**config.mk**
```make
export PLATFORM = sky130hd
export DESIGN_NAME = sti_front
export DESIGN_NICKNAME = d
export VERILOG_FILES = /design/src/rtl/sti_pkg.sv /design/src/rtl/sti_front.sv
export SDC_FILE = /design/constraint.sdc
export NUM_CORES = 1
export LEC_CHECK = 0
export ABC_AREA = 1
export BUFFER_PORTS_ARGS = -buffer_cell sky130_fd_sc_hd__buf_2
export CAP_MARGIN = 5
export CORE_ASPECT_RATIO = 1.4
export CORE_MARGIN = 2
export CORE_UTILIZATION = 55
export DETAILED_ROUTE_END_ITERATION = 6
export GPL_TIMING_DRIVEN = 1
export PLACE_DENSITY_LB_ADDON = 0.15
export SLEW_MARGIN = 20
export SYNTH_ARGS = -nofsm -noshare
export SYNTH_HDL_FRONTEND = slang
export SYNTH_SLANG_ARGS = --single-unit
```
**constraint.sdc**
```tcl
create_clock -name clk_i -period 10.62 [get_ports clk_i]
set_input_delay 2.124 -clock clk_i [delete_from_list [all_inputs] [get_ports clk_i]]
set_output_delay 2.124 -clock clk_i [all_outputs]
set_load 0.03 [all_outputs]
```
**src/rtl/sti_pkg.sv**
```systemverilog
// Shared types and constants for the sorted table interpolating lookup.
// No dependencies; every other file of the block imports this package.
package sti_pkg;

  localparam int unsigned DataW        = 32;
  localparam int unsigned IdxW         = 8;
  localparam int unsigned CountW       = 9;
  localparam int unsigned CfgIdxW      = 1;
  localparam int unsigned CfgDataW     = 9;
  localparam int unsigned DefaultDepth = 256;
  localparam int unsigned QueueDepth   = 2;

  typedef enum logic {
    CMD_WRITE  = 1'b0,
    CMD_LOOKUP = 1'b1
  } cmd_e;

  typedef enum logic [1:0] {
    HIT_LOW     = 2'd0,
    HIT_HIGH    = 2'd1,
    HIT_EXACT   = 2'd2,
    HIT_BETWEEN = 2'd3
  } hit_kind_e;

  typedef enum logic [CfgIdxW-1:0] {
    REG_ENTRY_COUNT = 1'b0,
    REG_INTERP_EN   = 1'b1
  } cfg_reg_e;

  // Input word
  typedef struct packed {
    cmd_e                     cmd;
    logic [IdxW-1:0]          entry_index;
    logic signed [DataW-1:0]  key;
    logic signed [DataW-1:0]  entry_value;
  } sti_in_t;

  // Result word
  typedef struct packed {
    logic signed [DataW-1:0]  result_value;
    hit_kind_e                hit_kind;
  } sti_out_t;

  // Classified operation held in the queue between front and back
  typedef struct packed {
    logic                     is_lookup;
    logic [IdxW-1:0]          index;
    logic signed [DataW-1:0]  key;
    logic signed [DataW-1:0]  value;
  } sti_op_t;

  // Live configuration
  typedef struct packed {
    logic [CountW-1:0]        entry_count;
    logic                     interp_en;
  } sti_cfg_t;

  // Operands of one interpolation
  typedef struct packed {
    logic signed [DataW-1:0]  x;
    logic signed [DataW-1:0]  x1;
    logic signed [DataW-1:0]  x2;
    logic signed [DataW-1:0]  y1;
    logic signed [DataW-1:0]  y2;
  } sti_span_t;

  typedef enum logic [2:0] {
    ST_IDLE,
    ST_FIRST,
    ST_LAST,
    ST_MID,
    ST_ARITH,
    ST_EMIT
  } back_state_e;

  typedef enum logic [2:0] {
    MD_IDLE,
    MD_MUL_LO,
    MD_MUL_HI,
    MD_SUM,
    MD_DIV,
    MD_FIN
  } md_state_e;

endpackage

```
**src/rtl/sti_front.sv**
```systemverilog
// Front end: accepts input words, drops writes beyond the table, queues the rest.
// Depends on sti_pkg.
module sti_front #(
  parameter int unsigned TABLE_DEPTH = sti_pkg::DefaultDepth
) (
  input  logic             clk_i,
  input  logic             rst_ni,
  input  logic             in_valid_i,
  output logic             in_ready_o,
  input  sti_pkg::sti_in_t in_data_i,
  output logic             op_valid_o,
  input  logic             op_ready_i,
  output sti_pkg::sti_op_t op_o
);
  import sti_pkg::*;

  localparam int unsigned PtrW = (QueueDepth > 1) ? $clog2(QueueDepth) : 1;
  localparam int unsigned CntW = $clog2(QueueDepth + 1);

  sti_op_t         queue_q [QueueDepth];
  logic [PtrW-1:0] wr_ptr_q, rd_ptr_q;
  logic [CntW-1:0] count_q, count_d;
  logic            accept, keep, push, pop;
  sti_op_t         new_op;

  // Classify the incoming word
  always_comb begin
    new_op.is_lookup = (in_data_i.cmd == CMD_LOOKUP);
    new_op.index     = in_data_i.entry_index;
    new_op.key       = in_data_i.key;
    new_op.value     = in_data_i.entry_value;
    keep = new_op.is_lookup || (32'(in_data_i.entry_index) < 32'(TABLE_DEPTH));
  end

  assign in_ready_o = (count_q != CntW'(QueueDepth));
  assign accept     = in_valid_i && in_ready_o;
  assign push       = accept && keep;
  assign op_valid_o = (count_q != '0);
  assign pop        = op_valid_o && op_ready_i;
  assign op_o       = queue_q[rd_ptr_q];

  always_comb begin
    count_d = count_q;
    case ({push, pop})
      2'b10:   count_d = count_q + CntW'(1);
      2'b01:   count_d = count_q - CntW'(1);
      default: count_d = count_q;
    endcase
  end

  // Advance pointers and count
  always_ff @(posedge clk_i or negedge rst_ni) begin
    if (!rst_ni) begin
      wr_ptr_q <= '0;
      rd_ptr_q <= '0;
      count_q  <= '0;
    end else begin
      count_q <= count_d;
      if (push) begin
        wr_ptr_q <= (32'(wr_ptr_q) == QueueDepth - 1) ? '0 : wr_ptr_q + PtrW'(1);
      end
      if (pop) begin
        rd_ptr_q <= (32'(rd_ptr_q) == QueueDepth - 1) ? '0 : rd_ptr_q + PtrW'(1);
      end
    end
  end

  // Store queued words
  always_ff @(posedge clk_i) begin
    if (push) begin
      queue_q[wr_ptr_q] <= new_op;
    end
  end

`ifndef SYNTHESIS
  a_count_bound: assert property (@(posedge clk_i) disable iff (!rst_ni)
    32'(count_q) <= QueueDepth)
    else $error("queue count exceeds depth");

  a_drop_write: assert property (@(posedge clk_i) disable iff (!rst_ni)
    (accept && !keep && !pop) |=> (count_q == $past(count_q)))
    else $error("out-of-range write entered the queue");
`endif

endmodule

```
==> flow_metrics.py, run 1 <==
metrics = {
    "timing": {
        "setup_viol": 0,
        "maxSlewViolCount": 0,
        "fin_skew_ns": 0.0110,
        "tightest_slew_ns": 1.00,
        "setup_tns_ns": 0,
        "finalWorstPathRequiredPeriod_ns": 4.78,
        "fmax_mhz": 209,
        "finalCritPeriodShare_pct": 45.0,
        "hold_viol": 0,
        "slew_headroom_pct": 33.1,
        "rsz0062_at_grt": "false",
    },
    "placed_design": {
        "port_buffers": 151,
        "gp_congestion": 0.730,
        "place_area_um2": 6400,
        "place_hpwl_um": 6340,
    },
    "synthesis": {
        "synth_cell_types": 15,
        "synthesis.nets": 489,
        "yosysSeqAreaShare_pct": 81.0,
        "synthesis.area_um2": 5530,
        "syn_inst": 411,
        "yosysWarnings": 0,
        "avgSynthCellArea_um2": 13.5,
        "synth_seq_cells": 150,
    },
    "clocking": {
        "cts_tree": "done",
        "h-tree-depth": 4,
        "clock_latency_ns": 0.41,
        "cts_hold_buf": 0,
        "cts_root_buf": "clkbuf_16",
        "cts_resized": 0,
        "cts_made_buffers": 17,
        "clk_path_buf_depth": 2,
        "path_clk_slew_ns": 0.06,
        "clkSinkCount": 150,
        "cts_setup_buffers": 0,
    },
    "setup_path": {
        "critPathKind": "flop to output pin",
        "endpoint_kind": "output pin",
        "slowest_delay_ns": 0.60,
        "critical_path.cell_chain": "buf_4, inv_2, buf_4, nand2_1, nand2_1, buf_2",
        "crit_path_top_delay_cell": "inv_2",
        "cp_max_fo": 75,
        "crit_arrival_ns": 2.65,
        "cp-start-kind": "flop",
        "worstPathRequired_ns": 8.50,
    },
    "global_route": {
        "grt_pass1_wl_um": 15600,
        "grt_start_max_net_pins": 76,
        "antenna_found_initial": 0,
        "globalRouteOverflowTotal": 0,
        "grt_pass1_vias": 3417,
        "grt_use_total_pct": 19.7,
    },
    "drt": {
        "drc_errors": 0,
        "wl_per_cell_um": 14.5,
        "drtIter0Drc": 232,
        "wirelength_um": 10300,
        "ant_nets": 0,
        "via_count": 3470,
        "viasPerCell": 4.86,
        "firstDrtPassIters": 4,
    },
    "layout": {
        "fin_area_um2": 6990,
        "layout_common_cells": "227 x nand2_1, 151 x buf_2, 146 x edfxtp_1, 17 x clkbuf_16, 5 x inv_1",
        "final_nets": 647,
        "final_common_cell": "nand2_1",
        "syn2layout_area_growth_pct": 26.3,
        "drive_above_1_share_pct": 32.6,
        "n_antenna_cell": 0,
    },
    "floorplan": {
        "row_count": 43,
        "die-area_um2": 10900,
        "initial_core_util_pct": 56.2,
        "core_um2": 9850,
        "die_x_um": 88.8,
        "die_y_um": 123,
        "boundaryPins": 152,
    },
    "job": {
        "maxCapViolCount": 0,
    },
    "pwr": {
        "power.leakage_uw": 0.00304,
        "peakVddDrop_mv": 0.153,
        "p_per_area_nw_per_um2": 323,
    },
    "hold_path": {
        "hold_path_class": "flop to flop",
    },
    "run_status": {
        "status": "finished clean",
    },
}
==> flip-flops by register name (all words and copies together), names as in the netlist <==
| name | cells |
|---|---|
| wr_ptr_q | 1 |
| rd_ptr_q | 1 |
| queue_q | 146 |
| count_q | 2 |
==> metrics by stage <==
stage | hold WS [ns] | setup slack, ns | total power [uW] | util, % | std cells
after floorplan | 0.481 | 4.84 | 1460 | - | 411
final | 0.527 | 5.84 | 2260 | 71.0 | 714
after global placement | 0.496 | 6.24 | 1670 | 65.0 | 685
after global routing | 0.544 | 5.59 | 2380 | 71.0 | 714
after detailed placement | 0.517 | 6.19 | 1690 | 65.0 | 685
after CTS | 0.529 | 5.77 | 2280 | 71.0 | 714
==> critical path: cells and delay by family (launching register included) <==
family                 cells  cell delay, ns
AND/OR/NAND/NOR            2            0.20
flip-flops                 1            0.38
buffers and inverters      4            1.61
==> layer usage <==
layer / global-route usage (%) / wire length, um
met1: 22.8 / 4010
met5: 0 / 0
met2: 32.5 / 5530
met4: 9.56 / 172
met3: 6.93 / 631
==> final timing paths <==
path | startpoint | to | slack, ns | cells past startpoint
setup / recovery | rd_ptr_q | op_o[19] | 5.84 | 6
hold / removal | count_q[0] | count_q[0] | 0.53 | 1
setup reg to reg | count_q[0] | queue_q[1][65] | 8.68 | 5
hold reg to reg | count_q[0] | count_q[0] | 0.53 | 1
max in group asynchronous | rst_ni | rd_ptr_q | 8.97 | 1
min in group asynchronous | rst_ni | count_q[1] | 1.51 | 1
==> layout make-up <==
cell class / instances / area, um^2
flip-flops and latches: 150 / 4490
fillers: 723 / 2860
multi-input cells: 238 / 933
repair buffers: 155 / 786
clock buffers: 17 / 425
well taps: 135 / 169
clock inverters: 12 / 163
inverters: 7 / 26.3
==> cells by family after synthesis <==
group / after synthesis / synth area share, %
buf+inv: 23 / 2.35
flops: 150 / 81.0
simple gates: 235 / 16.1
compound gates: 1 / 0.0904
fa+ha+maj: 1 / 0.226
xor+xnor: 1 / 0.158
==> synth_stat cells <==
cell type	instances	area, um^2
buf_2	8	40.0
xnor2_1	1	8.76
nor2_1	3	11.3
nand4_1	1	6.26
buf_6	1	11.3
edfxtp_1	146	4380
inv_2	2	7.51
ha_1	1	12.5
inv_1	5	18.8
dfrtp_1	4	100
nand2_1	227	852
a21oi_1	1	5.00
buf_4	7	52.6
nand2_2	2	12.5
nand3_1	2	10.0
==> where the power goes <==
group / switching, uW / internal (uW)
Sequential: 34.2 / 812
Combinational: 624 / 193
Clock: 209 / 385
Total: 868 / 1390
No activity file was read; power rests on OpenSTA's default activity.
==> run 2: changes to the inputs <==
- CORE_UTILIZATION: 55 -> 52
- clock period: 10.62 -> 4.9 ns (I/O delays scaled with it)
==> flow_metrics.py, run 2 (synthesized netlist as in run 1, its figures left out) <==
metrics = {
    "pwr": {
        "peakVddDrop_mv": 0.391,
        "p_per_area_nw_per_um2": 695,
        "total_power_uw": 4890,
        "power.leakage_uw": 0.00304,
    },
    "clocking": {
        "cts_made_buffers": 17,
        "cts_setup_buffers": 0,
        "cts_tree": "done",
        "path_clk_slew_ns": 0.06,
        "cts_root_buf": "clkbuf_16",
        "clk_path_buf_depth": 2,
        "cts_resized": 0,
        "clock_latency_ns": 0.41,
        "h-tree-depth": 4,
        "clkSinkCount": 150,
        "cts_hold_buf": 0,
    },
    "setup_path": {
        "endpoint_kind": "output pin",
        "cp-start-kind": "flop",
        "worstPathRequired_ns": 3.92,
        "cp_max_fo": 51,
        "critPathKind": "flop to output pin",
        "crit_arrival_ns": 2.20,
        "reg2reg_depth": 5,
    },
    "global_route": {
        "antenna_found_initial": 0,
        "grt_pass1_vias": 3371,
        "grt_start_max_net_pins": 75,
        "grt_pass1_wl_um": 15400,
        "grt_use_total_pct": 17.7,
        "globalRouteOverflowTotal": 0,
    },
    "floorplan": {
        "core_um2": 10300,
        "die-area_um2": 11500,
        "die_y_um": 126,
        "row_count": 44,
        "die_x_um": 91.2,
        "boundaryPins": 152,
        "initial_core_util_pct": 53.5,
    },
    "placed_design": {
        "gp_congestion": 0.741,
        "port_buffers": 151,
        "place_hpwl_um": 6110,
    },
    "drt": {
        "drtIter0Drc": 233,
        "firstDrtPassIters": 7,
        "viasPerCell": 4.84,
        "wl_per_cell_um": 13.9,
        "ant_nets": 0,
        "drc_errors": 0,
        "wirelength_um": 10000,
        "via_count": 3488,
    },
    "layout": {
        "final_nets": 648,
        "regMostFlops": "queue_q",
        "drive_above_1_share_pct": 32.9,
        "top_regs": "queue_q (146), count_q (2)",
        "largest_reg_flops": 146,
        "layout_common_cells": "227 x nand2_1, 151 x buf_2, 146 x edfxtp_1, 17 x clkbuf_16, 6 x clkinvlp_4",
        "syn2layout_area_growth_pct": 27.1,
        "n_antenna_cell": 0,
        "final_common_cell": "nand2_1",
    },
    "timing": {
        "maxSlewViolCount": 0,
        "rsz0062_at_grt": "false",
        "setup_tns_ns": 0,
        "finalWorstPathRequiredPeriod_ns": 3.18,
        "fmax_mhz": 314,
        "slew_headroom_pct": 36.4,
        "finalCritPeriodShare_pct": 64.9,
        "hold_viol": 0,
        "tightest_slew_ns": 0.955,
        "setup_viol": 0,
        "fin_skew_ns": 0.00930,
    },
    "run_status": {
        "status": "finished clean",
    },
    "hold_path": {
        "hold_path_class": "input pin to asynchronous set/reset pin",
    },
    "job": {
        "maxCapViolCount": 0,
    },
}
[run 2: cell type report]
cell class                      count  area (um^2)
Clock buffer                       19          433
Tap cell                          138          173
Fill cell                         759         3320
Inverter                            7         26.3
Sequential cell                   150         4490
Timing Repair Buffer              156          826
Multi-Input combinational cell    238          933
Clock inverter                     13          158
[run 2: worst paths after layout]
kind	startpoint	to	slack, ns
setup / recovery	rd_ptr_q	op_o[6]	1.72
hold / removal	rst_ni	rd_ptr_q	0.38
setup reg to reg	count_q[0]	queue_q[0][38]	3.01
hold reg to reg	count_q[1]	count_q[1]	0.51
max in group asynchronous	rst_ni	rd_ptr_q	4.38
min in group clk_i	count_q[1]	count_q[1]	0.51
[run 2: layer usage]
layer / global-route usage, % / wire [um]
met1: 19.9 / 3930
met4: 8.73 / 214
met5: 0 / 0
met2: 29.7 / 5280
met3: 6.40 / 615
[run 2: stage by stage]
stage	hold WS [ns]	utilization, %	area, um^2	setup WS [ns]	instances
2_1_floorplan	0.481	-	5530	0.269	411
3_3_place_gp	0.498	62.0	6420	2.10	688
3_5_place_dp	0.501	62.0	6420	2.07	688
4_1_cts	0.363	67.7	7010	1.63	720
5_1_grt	0.361	68.0	7030	1.53	721
6_report	0.377	68.0	7030	1.72	721
[run 2: power by group]
group	internal, uW	switching, uW
combinational	443	1360
sequential	1750	70.3
clock	797	472
[run 2: critical path: stages (launching register included)]
cell     delay (ns)
dfrtp_2        0.40
inv_2          0.61
buf_4          0.40
nand2_1        0.09
nand2_1        0.06
buf_2          0.20
==> run 3: changes to the inputs <==
- CORE_UTILIZATION: 52 -> 47
- clock period: 4.9 -> 2.9 ns (I/O delays scaled with it)
==> flow_metrics.py, run 3 (synthesized netlist as in run 1, its figures left out) <==
metrics = {
    "run_status": {
        "status": "finished clean",
    },
    "clocking": {
        "clk_path_buf_depth": 2,
        "cts_setup_buffers": 0,
        "cts_made_buffers": 17,
        "cts_tree": "done",
        "cts_root_buf": "clkbuf_16",
        "clock_latency_ns": 0.40,
        "h-tree-depth": 4,
        "path_clk_slew_ns": 0.06,
        "clkSinkCount": 150,
    },
    "global_route": {
        "antenna_found_initial": 1,
        "grt_use_total_pct": 18.0,
        "grt_start_max_net_pins": 75,
        "globalRouteOverflowTotal": 0,
        "grt_pass1_wl_um": 17100,
        "grt_pass1_vias": 3596,
    },
    "floorplan": {
        "boundaryPins": 152,
        "row_count": 46,
        "initial_core_util_pct": 48.6,
        "die-area_um2": 12700,
        "die_y_um": 132,
        "die_x_um": 95.7,
        "core_um2": 11400,
    },
    "drt": {
        "drtIter0Drc": 216,
        "wl_per_cell_um": 14.7,
        "viasPerCell": 4.80,
        "drc_errors": 0,
        "wirelength_um": 10700,
        "ant_nets": 0,
        "via_count": 3498,
        "firstDrtPassIters": 4,
    },
    "hold_path": {
        "hold_path_class": "input pin to flop",
        "hp-start": "in_data_i[22]",
        "holdPathStages": 1,
        "hold_end": "queue_q[1][22]",
    },
    "pwr": {
        "p_per_area_nw_per_um2": 1170,
        "power.leakage_uw": 0.00306,
        "peakVddDrop_mv": 0.575,
    },
    "layout": {
        "ff_latch_area_um2": 4490,
        "layout_common_cells": "227 x nand2_1, 151 x buf_2, 146 x edfxtp_1, 17 x clkbuf_16, 6 x buf_4",
        "final_common_cell": "nand2_1",
        "multiInputGateArea_um2": 933,
        "regMostFlops": "queue_q",
        "top_regs": "queue_q (146), count_q (2)",
        "drive_above_1_share_pct": 32.8,
        "nFillCells": 939,
        "n_antenna_cell": 0,
        "largest_reg_flops": 146,
        "syn2layout_area_growth_pct": 27.3,
        "final_nets": 651,
        "layout.cells.non_filler": 729,
    },
    "timing": {
        "setup_tns_ns": 0,
        "finalWorstPathRequiredPeriod_ns": 2.47,
        "tightest_slew_ns": 0.795,
        "fin_skew_ns": 0.00497,
        "hold-worst-slack_ns": 0.364,
        "finalCritPeriodShare_pct": 85.3,
        "slew_headroom_pct": 47.0,
        "setup_viol": 0,
        "hold_viol": 0,
        "rsz0062_at_grt": "false",
        "fmax_mhz": 404,
        "maxSlewViolCount": 0,
    },
    "setup_path": {
        "critPathKind": "flop to output pin",
        "reg2reg_to": "queue_q[0][50]",
        "reg2reg_depth": 5,
        "crit_arrival_ns": 1.89,
        "cp_common_cell": "nand2_1",
        "cp_max_fo": 74,
        "rrSetupSlack_ns": 1.17,
        "endpoint_kind": "output pin",
        "path_delay_family": "buffers and inverters",
        "reg2reg_from": "count_q[0]",
        "cp-start-kind": "flop",
        "slowest_delay_ns": 0.61,
        "cp_num_buf_inv": 2,
        "critical_path.cell_chain": "buf_4, nand2_1, nand2_1, buf_2",
        "worstPathRequired_ns": 2.32,
        "crit_path_top_delay_cell": "buf_4",
    },
    "placed_design": {
        "port_buffers": 151,
        "gp_congestion": 0.732,
        "place_hpwl_um": 6860,
        "dp_cells": 697,
    },
    "job": {
        "maxCapViolCount": 0,
    },
}
-- run 3: cell count changes in the layout (fill, tap and decap cells not counted) --
cell and change:
clkbuf_1 -1, clkinv_2 -1, clkinv_1 +2, clkinvlp_4 -3, inv_6 +2, buf_4 +3, buf_16 -1, dlygate4sd3_1 +1
-- run 3: worst register-to-register path: stages (launching register included) --
cell and delay [ns]:
dfrtp_1 0.39, inv_2 0.06, nand2_2 0.08, nand2_2 0.10, nor2_4 0.10, buf_4 0.61
-- run 3: how the worst max path moves through the flow --
stage               startpoint       endpoint  slack, ns  cells after the start
floorplan           count_q[0]  queue_q[1][0]      -0.14                      4
global placement      rd_ptr_q       op_o[34]       0.81                      5
detailed placement    rd_ptr_q       op_o[43]       0.78                      5
CTS                   rd_ptr_q       op_o[43]       0.34                      5
global route          rd_ptr_q       op_o[34]       0.21                      5
finish                rd_ptr_q       op_o[27]       0.43                      4
-- run 3: metrics by stage --
stage                     total power, uW  instance area [um^2]  setup WS [ns]  util (%)
after detailed placement             6220                  6450          0.781      56.6
final                                8260                  7040          0.426      61.8
after floorplan                      5320                  5540         -0.144         -
after global routing                 8740                  7040          0.207      61.8
after global placement               6170                  6450          0.812      56.6
after CTS                            8390                  7040          0.344      61.8
-- run 3: area by class of cell --
cell class	count	area share, %
clock inverters	13	2.20
repair buffers	159	11.8
multi-input cells	238	13.3
inverters	7	0.373
flip-flops and latches	150	63.7
well taps	144	2.56
clock buffers	18	6.10
-- run 3: timing repair --
action / CTS / global route
hold endpoints to repair: 4 / 0
gates resized for setup: 0 / 0
endpoints found under the setup margin: 0 / 0
hold buffers: 1 / 0
-- run 3: metal layers --
| layer | global-route usage, % | vias to the layer above | part of all wire, % |
|---|---|---|---|
| met2 | 32.2 | 97 | 56 |
| met4 | 6.75 | 2 | 1.4 |
| met5 | 0 | - | 0.12 |
| li1 | - | 1707 | - |
| met3 | 5.49 | 14 | 5.8 |
| met1 | 19.3 | 1678 | 37 |
-- run 3: report_power, final --
part           total (uW)  leakage (uW)  switching [uW]  internal, uW
combinational        3030       0.00138            2290           741
clock                2140      0.000275             796          1340
sequential           3090       0.00141             123          2960
total                8260       0.00306            3210          5050
